### config.mk
export PLATFORM = sky130hd
export DESIGN_NAME = extended_gcd_top
export DESIGN_NICKNAME = d
export VERILOG_FILES = /design/src/rtl/extgcd_pkg.sv /design/src/rtl/extended_gcd_top.sv
export SDC_FILE = /design/constraint.sdc
export NUM_CORES = 1
export LEC_CHECK = 0
export BUFFER_PORTS_ARGS = -buffer_cell sky130_fd_sc_hd__buf_2
export CORE_AREA = 4 4 220 222
export CTS_BUF_LIST = sky130_fd_sc_hd__clkbuf_8
export CTS_CLUSTER_DIAMETER = 40
export CTS_CLUSTER_SIZE = 16
export DETAILED_ROUTE_END_ITERATION = 7
export DIE_AREA = 0 0 224 226
export GPL_ROUTABILITY_DRIVEN = 0
export PLACE_DENSITY = 0.86
export SLEW_MARGIN = 20
export SYNTH_ARGS = -nofsm -noshare
export SYNTH_HDL_FRONTEND = slang
export SYNTH_SLANG_ARGS = --single-unit
export TNS_END_PERCENT = 20
### constraint.sdc
create_clock -name clk -period 13.65 [get_ports clk]
set_clock_uncertainty 0.05 [all_clocks]
set_input_delay 0.6825 -clock clk [delete_from_list [all_inputs] [get_ports clk]]
set_output_delay 0.6825 -clock clk [all_outputs]
set_load 0.1 [all_outputs]
### src/rtl/extgcd_pkg.sv
// Package for the extended GCD block: operand and coefficient widths, types.
// Depends on nothing; used by extended_gcd_top.
package extgcd_pkg;

    localparam int OPND_W = 32;
    localparam int COEF_W = OPND_W + 1;
    localparam int CNT_W  = $clog2(OPND_W);

    typedef logic [OPND_W-1:0]        opnd_t;
    typedef logic signed [COEF_W-1:0] coef_t;
    typedef logic [CNT_W-1:0]         cnt_t;

endpackage

### src/rtl/extended_gcd_top.sv
// Extended Euclidean GCD block: gcd and Bezout coefficients of two operands.
// Depends on extgcd_pkg (widths and types).
//
//  channel | signals                          | direction | handshake
//  --------+----------------------------------+-----------+----------------------
//  in      | a_value, b_value                 | to block  | in_valid / in_ready
//  out     | divisor, coef_a, coef_b          | from block| out_valid / out_ready
//
// Each quotient step runs the divider over every bit of the operand; there are no
// quotient steps for a zero operand and at most 45 for 32-bit operands. The result is
// then written to the output register.
// The steps run on the shared restoring divider: one quotient bit a cycle,
// with the two coefficient products accumulated bit by bit alongside it.
// in_ready is high only while the sequencer is idle; a result waiting on
// out_ready is held in the output register and a new word may still enter.
// Reset clears state_reg, the bit counter and out_valid; swap and payload registers are not reset.
module extended_gcd_top (
    input  logic                 clk,
    input  logic                 rst_n,
    input  logic                 in_valid,
    output logic                 in_ready,
    input  extgcd_pkg::opnd_t    a_value,
    input  extgcd_pkg::opnd_t    b_value,
    output logic                 out_valid,
    input  logic                 out_ready,
    output extgcd_pkg::opnd_t    divisor,
    output extgcd_pkg::coef_t    coef_a,
    output extgcd_pkg::coef_t    coef_b
);
    import extgcd_pkg::*;

    localparam logic ST_IDLE = 1'b0;
    localparam logic ST_RUN  = 1'b1;

    localparam cnt_t CNT_LAST = cnt_t'(OPND_W - 1);

    // Sequencer state
    logic  state_reg, state_next;
    cnt_t  cnt_reg, cnt_next;
    logic  swap_reg, swap_next;

    // Divider: dividend shifting out as quotient shifts in, partial remainder, divisor
    opnd_t quo_reg, quo_next;
    opnd_t rem_reg, rem_next;
    opnd_t div_reg, div_next;

    // Coefficient pairs and the running products q*s1, q*t1
    coef_t s0_reg, s0_next, s1_reg, s1_next;
    coef_t t0_reg, t0_next, t1_reg, t1_next;
    coef_t accs_reg, accs_next, acct_reg, acct_next;

    // Output register
    logic  out_valid_reg, out_valid_next;
    opnd_t divisor_reg, divisor_next;
    coef_t coef_a_reg, coef_a_next, coef_b_reg, coef_b_next;

    // Shared divider step
    logic [OPND_W:0] trial;
    opnd_t           diff;
    logic            ge;
    opnd_t           rem_step;
    coef_t           accs_step, acct_step;

    logic in_fire, out_free, finish;

    assign in_ready  = (state_reg == ST_IDLE);
    assign in_fire   = in_valid && in_ready;
    assign out_free  = !out_valid_reg || out_ready;
    assign finish    = (state_reg == ST_RUN) && (cnt_reg == '0) && (div_reg == '0);

    always_comb
    begin
        trial     = {rem_reg, quo_reg[OPND_W-1]};
        // Only used when the trial value is not below the divisor, so it fits the width
        diff      = trial[OPND_W-1:0] - div_reg;
        ge        = (trial >= {1'b0, div_reg});
        rem_step  = ge ? diff : trial[OPND_W-1:0];
        accs_step = (accs_reg << 1) + (ge ? s1_reg : '0);
        acct_step = (acct_reg << 1) + (ge ? t1_reg : '0);
    end

    always_comb
    begin
        state_next     = state_reg;
        cnt_next       = cnt_reg;
        swap_next      = swap_reg;
        quo_next       = quo_reg;
        rem_next       = rem_reg;
        div_next       = div_reg;
        s0_next        = s0_reg;
        s1_next        = s1_reg;
        t0_next        = t0_reg;
        t1_next        = t1_reg;
        accs_next      = accs_reg;
        acct_next      = acct_reg;
        out_valid_next = out_valid_reg;
        divisor_next   = divisor_reg;
        coef_a_next    = coef_a_reg;
        coef_b_next    = coef_b_reg;

        // Drop the output word once taken
        if (out_valid_reg && out_ready)
        begin
            out_valid_next = 1'b0;
        end

        unique case (state_reg)
            ST_IDLE:
            begin
                if (in_fire)
                begin
                    // Larger operand goes first; remember to swap the coefficients back
                    swap_next  = (a_value < b_value);
                    quo_next   = (a_value < b_value) ? b_value : a_value;
                    div_next   = (a_value < b_value) ? a_value : b_value;
                    rem_next   = '0;
                    s0_next    = coef_t'(1);
                    s1_next    = '0;
                    t0_next    = '0;
                    t1_next    = coef_t'(1);
                    accs_next  = '0;
                    acct_next  = '0;
                    cnt_next   = '0;
                    state_next = ST_RUN;
                end
            end
            ST_RUN:
            begin
                if (finish)
                begin
                    // Hold until the output register is free
                    if (out_free)
                    begin
                        out_valid_next = 1'b1;
                        divisor_next   = quo_reg;
                        coef_a_next    = swap_reg ? t0_reg : s0_reg;
                        coef_b_next    = swap_reg ? s0_reg : t0_reg;
                        state_next     = ST_IDLE;
                    end
                end
                else if (cnt_reg == CNT_LAST)
                begin
                    // Last quotient bit: advance the remainder and coefficient sequences
                    quo_next  = div_reg;
                    div_next  = rem_step;
                    rem_next  = '0;
                    s0_next   = s1_reg;
                    s1_next   = s0_reg - accs_step;
                    t0_next   = t1_reg;
                    t1_next   = t0_reg - acct_step;
                    accs_next = '0;
                    acct_next = '0;
                    cnt_next  = '0;
                end
                else
                begin
                    quo_next  = {quo_reg[OPND_W-2:0], ge};
                    rem_next  = rem_step;
                    accs_next = accs_step;
                    acct_next = acct_step;
                    cnt_next  = cnt_reg + cnt_t'(1);
                end
            end
            default:
            begin
                state_next = ST_IDLE;
            end
        endcase
    end

    always_ff @(posedge clk or negedge rst_n)
    begin
        if (!rst_n)
        begin
            state_reg     <= ST_IDLE;
            cnt_reg       <= '0;
            out_valid_reg <= 1'b0;
        end
        else
        begin
            state_reg     <= state_next;
            cnt_reg       <= cnt_next;
            out_valid_reg <= out_valid_next;
        end
    end

    always_ff @(posedge clk)
    begin
        swap_reg    <= swap_next;
        quo_reg     <= quo_next;
        rem_reg     <= rem_next;
        div_reg     <= div_next;
        s0_reg      <= s0_next;
        s1_reg      <= s1_next;
        t0_reg      <= t0_next;
        t1_reg      <= t1_next;
        accs_reg    <= accs_next;
        acct_reg    <= acct_next;
        divisor_reg <= divisor_next;
        coef_a_reg  <= coef_a_next;
        coef_b_reg  <= coef_b_next;
    end

    assign out_valid = out_valid_reg;
    assign divisor   = divisor_reg;
    assign coef_a    = coef_a_reg;
    assign coef_b    = coef_b_reg;

    // The divider never runs a bit with a zero divisor
    assert property (@(posedge clk) disable iff (!rst_n)
        (state_reg == ST_RUN && cnt_reg != '0) |-> (div_reg != '0))
        else $error("divider stepping with zero divisor");

    // Restoring invariant: partial remainder stays below the divisor
    assert property (@(posedge clk) disable iff (!rst_n)
        (state_reg == ST_RUN && cnt_reg != '0) |-> (rem_reg < div_reg))
        else $error("partial remainder not below divisor");

    // The bit counter rests at zero while idle
    assert property (@(posedge clk) disable iff (!rst_n)
        (state_reg == ST_IDLE) |-> (cnt_reg == '0))
        else $error("bit counter not cleared in idle");

    // An accepted word starts the sequencer
    assert property (@(posedge clk) disable iff (!rst_n)
        in_fire |=> (state_reg == ST_RUN))
        else $error("accepted word did not start the sequencer");

    // A pending result is never overwritten
    assert property (@(posedge clk) disable iff (!rst_n)
        (out_valid_reg && !out_ready && state_reg == ST_RUN) |=> out_valid_reg)
        else $error("pending result lost");

endmodule

# --- Word level (Yosys, flattened, before mapping) ---
# Index checks and enable logic that the tools add are counted.
word_totals:
  register_bits: 398
  in_bits: 68
  output_inout_bits: 100
  word_cells: 92
classes:
  add_sub_neg: 6
  order_cmp: 2
  eq_ne: 4
  n_mux: 51
  bitwise_logic: 1
  n_reduce_logical: 12
ops:
  columns: ["operator", "n"]
  rows:
  - ["2-to-1 mux 32 bit", 16]
  - ["2-to-1 mux 33 bit", 14]
  - ["case mux 32 bit (2 select lines)", 5]
  - ["case mux 33 bit (2 select lines)", 4]
  - ["adder 33 bit", 2]
  - ["subtractor 33 bit", 2]
  - ["greater-or-equal comparator 33 x 32 -> 1 bit", 1]
  - ["logical NOT 32 bit", 1]
  - ["< comparator 32 bit", 1]
  - ["subtractor 32 bit", 1]
  - ["2-to-1 mux 5 bit", 3]
  - ["case mux 5 bit (2 select lines)", 1]
  - ["2-to-1 mux 1 bit", 7]
  - ["AND reduction 3 bit", 2]
  - ["adder 5 x 1 -> 5 bit (second input constant)", 1]
  - ["equality test 5 bit (second input constant)", 1]
  - ["logical NOT 5 bit", 1]
  - ["logical AND 1 bit", 4]
  - ["inequality test 2 x 1 -> 1 bit (second input constant)", 2]
  - ["AND reduction 2 bit", 2]
  - ["inequality test 2 bit (second input constant)", 1]
  - ["case mux 1 bit (2 select lines)", 1]
  - ["logical NOT 1 bit", 1]
  - ["logical OR 1 bit", 1]
  - ["NOT 1 bit", 1]

# --- Longest topological paths before layout ---
logic_depth:
  word_depth: 7
  mapped_depth: 37
  ltp_nobuf: 35

# --- Worst setup path before layout ---
# OpenSTA, ideal clock, no wires.
synth_path:
  path_type: "register -> register"
  startpoint: "reg cnt_reg[0]"
  endpoint: "reg div_reg[0] (enable)"
  setup_time_ns: 0.927
  arrival_ns: 13.250
  t_required_ns: 12.673
  path_slack_ns: -0.577
  path_stages_with_launch: 7
  n_path_buf: 1
  period_less_slack_ns: 14.227
  path_cell_list: "dfrtp_1 ha_1 and3_1 ha_1 clkbuf_1 nor2_1 nor3b_1"
synth_between:
  elab_chain_len: 5
  elab_cells_between_ends: 7
  cone_classes: "eq/ne: 3; reduce/logical: 4"
synth_lines:
  columns: ["item", "line", "text"]
  rows:
  - ["start, declared", "extended_gcd_top.sv:39", "cnt_t cnt_reg, cnt_next;"]
  - ["start signal, assigned", "extended_gcd_top.sv:182", "cnt_reg <= cnt_next;"]
  - ["logical NOT 5 bit", "extended_gcd_top.sv:69", "assign finish = (state_reg == ST_RUN) && (cnt_reg == '0) && (div_reg == '0);"]
  - ["logical AND 1 bit (2 in series)", "extended_gcd_top.sv:69", null]
  - ["inequality test 2 bit (no line)", null, null]
  - ["AND reduction 3 bit (no line) (*)", null, null]
  - ["end signal, assigned", "extended_gcd_top.sv:192", "div_reg <= div_next;"]
  - ["end, declared", "extended_gcd_top.sv:45", "opnd_t div_reg, div_next;"]
# Mark *: on every way between the ends. The rest lies on a longest branch, timed or not.
# A chain may end at the register's enable or synchronous reset.

# --- Worst setup path in the final report ---
layout_path:
  startpoint: "reg div_reg[1]"
  endpoint: "reg t1_reg[31] (data pin)"
layout_between:
  elab_chain_len: 7
layout_lines:
  columns: ["item", "line", "text"]
  rows:
  - ["greater-or-equal comparator 33 x 32 -> 1 bit", "extended_gcd_top.sv:76", "ge = (trial >= {1'b0, div_reg});"]
  - ["2-to-1 mux 33 bit", "extended_gcd_top.sv:79", "acct_step = (acct_reg << 1) + (ge ? t1_reg : '0);"]
  - ["adder 33 bit", "extended_gcd_top.sv:79", null]
  - ["subtractor 33 bit", "extended_gcd_top.sv:150", "t1_next = t0_reg - acct_step;"]
  - ["2-to-1 mux 33 bit", "extended_gcd_top.sv:141", "else if (cnt_reg == CNT_LAST)"]
  - ["2-to-1 mux 33 bit", "extended_gcd_top.sv:129", "if (finish)"]
  - ["case mux 33 bit (2 select lines)", "extended_gcd_top.sv:107", "unique case (state_reg)"]
  - ["end signal, assigned", "extended_gcd_top.sv:196", "t1_reg <= t1_next;"]
  - ["end, declared", "extended_gcd_top.sv:49", "coef_t t0_reg, t0_next, t1_reg, t1_next;"]
# No other way between the ends. The select of a mux whose other input is x is not followed.

==> impl_metrics.json <==
{
  "outcome": "finished, final reports clean",
  "max_cap_violations": 0,
  "synth-main-ff-cell": "edfxtp_1",
  "synth_nets": 2747,
  "avgSynthCellArea_um2": 10.4,
  "slew_viol_final": 0,
  "die_w_um": 224,
  "cts_buffers": 66,
  "cts_tree": "yes",
  "syn_inst": 2518,
  "core_mm2": 0.0464,
  "grt_antenna_before_repair": 2,
  "critPathRequiredTime_ns": 13.97,
  "crit_slowest_cell": "nor2_4",
  "ys_seq_area_frac": 0.454,
  "port-buffer-count": 167,
  "final_cell_mix": "391 x edfxtp_1, 235 x nor2_1, 202 x a21oi_1",
  "yosysWarnings": 0,
  "dpl.hpwl_um": 46200,
  "critical_path_class": "flip-flop to flip-flop",
  "ys_async_sr_fraction": 0.0176,
  "routedWlPerCell_um": 20.1,
  "synth_area_mm2": 0.0263,
  "grt.overflow.total": 0,
  "finalSetupTns_ns": 0,
  "via_count": 20700,
  "rsz0062_at_grt": "false",
  "synth_enable_flop_cells": 391,
  "cp.arrival_ns": 10.11,
  "grt_first_pass_wirelength_um": 104000,
  "holdBufCountCts": 1,
  "fp-row-count": 79,
  "hold_viol": 0,
  "num_antenna_cells": 0,
  "worstMarginPinSlew_ns": 1.14,
  "period_share": 0.717,
  "setup_viol": 0,
  "clk_pin_slew_ns": 0.08,
  "post_cts_buffers": 0,
  "drt_pass1_iterations": 8,
  "grt_pass1_vias": 20700,
  "ys_ff_latch": 398,
  "end_kind": "flip-flop",
  "syn_to_final_growth_pct": 10.8,
  "synth_cell_types": 111,
  "start_util": 0.566,
  "io_pins": 168,
  "root_buffer": "clkbuf_8",
  "routed_wl_um": 66600,
  "worst_setup_path_start_kind": "flip-flop",
  "min_period_ns": 9.79,
  "grt_use_total": 0.254,
  "cts_sinks": 398,
  "drc": 0,
  "clk_latency_ns": 0.66,
  "cts_buffer_depth": 3,
  "hp-class": "primary input to flip-flop",
  "cts_resized": 0,
  "drt_iter0_drc": 1832,
  "drive_above_1_share": 0.163,
  "max_freq_ghz": 0.102,
  "ant_nets": 0,
  "critical_path.max_fanout": 40,
  "critical-path-max-stage-delay_ns": 0.86,
  "fin_nets": 2888,
  "htree_levels": 3,
  "maxSlewHeadroom": 0.239,
  "routed_via_density": 6.23,
  "fp.dieArea_mm2": 0.0506,
  "mostFrequentLayoutCell": "edfxtp_1",
  "grt_max_degree": 98,
  "die_h_um": 226
}
[path summary, 6_finish.rpt]
path                              from  cells after the start     endpoint  slack (ns)
setup / recovery            div_reg[1]                     35   t1_reg[31]        3.86
hold / removal               out_ready                      2    out_valid        0.17
setup reg to reg            div_reg[1]                     35   t1_reg[31]        3.86
hold reg to reg            quo_reg[10]                      0  divisor[10]        0.39
max in group asynchronous        rst_n                      2    state_reg       12.95
min in group asynchronous        rst_n                      2    out_valid        0.36
[cell usage after synthesis, drive strengths merged (14+ instances only)]
library cell  instances  area (um2)
a211oi               49         388
a21o                 88         667
a21oi               206        1060
a31oi                25         163
and2                 92         581
buf                  22         108
clkbuf               87         339
edfxtp              391       11700
ha                  156        1950
inv                 130         488
maj3                 27         283
mux2                 57         642
mux2i                43         430
nand2               149         559
nand2b               24         150
nand3                32         173
nand4                25         156
nor2                237         892
nor2b               109         682
nor3                 32         160
o211a                34         340
o211ai               20         183
o21a                 14         105
o21ai                89         460
o21bai               20         150
o31ai                14         105
or2                  16         100
xnor2                86         776
xor2                 59         524
[critical path, delay by kind of cell, from the launching register on]
kind | cells | cell delay, ns
xor+xnor | 2 | 0.41
flops | 1 | 0.46
buf+inv | 1 | 0.09
fa+ha+maj | 5 | 1.63
compound gates | 17 | 4.46
simple gates | 10 | 2.40
[area by class of cell]
type | instances | area [um2]
fill | 3525 | 17300
tap | 607 | 759
sequential | 398 | 11900
timing repair buffer | 182 | 955
clock inverter | 49 | 512
clock buffer | 71 | 977
inverter | 131 | 494
multi-input combinational | 1880 | 13500
[cell families after synthesis]
logic type	share of synthesized area
compound gates	0.176
mux	0.0408
flops	0.454
fa+ha+maj	0.0889
xor+xnor	0.0550
buf+inv	0.0357
simple gates	0.150
[stage by stage]
stage	hold slack [ns]	utilization	instance area [um2]	instances	setup slack, ns
after floorplan	0.337	-	26300	2518	5.28
after global placement	0.380	0.595	27600	3197	4.38
after detailed placement	0.375	0.595	27600	3197	4.08
after CTS	0.125	0.627	29100	3318	4.01
after global routing	0.166	0.627	29100	3318	3.33
final	0.172	0.627	29100	3318	3.86
[layer usage]
metal	GRT usage	up-vias	wire, um
met1	0.316	9886	26000
met5	0	-	27
met3	0.0465	209	5960
li1	-	9571	-
met4	0.110	4	2270
met2	0.436	1001	32400
Power is not shown: default switching activity piles up to over one toggle a cycle in this logic, so the estimate is an artifact.
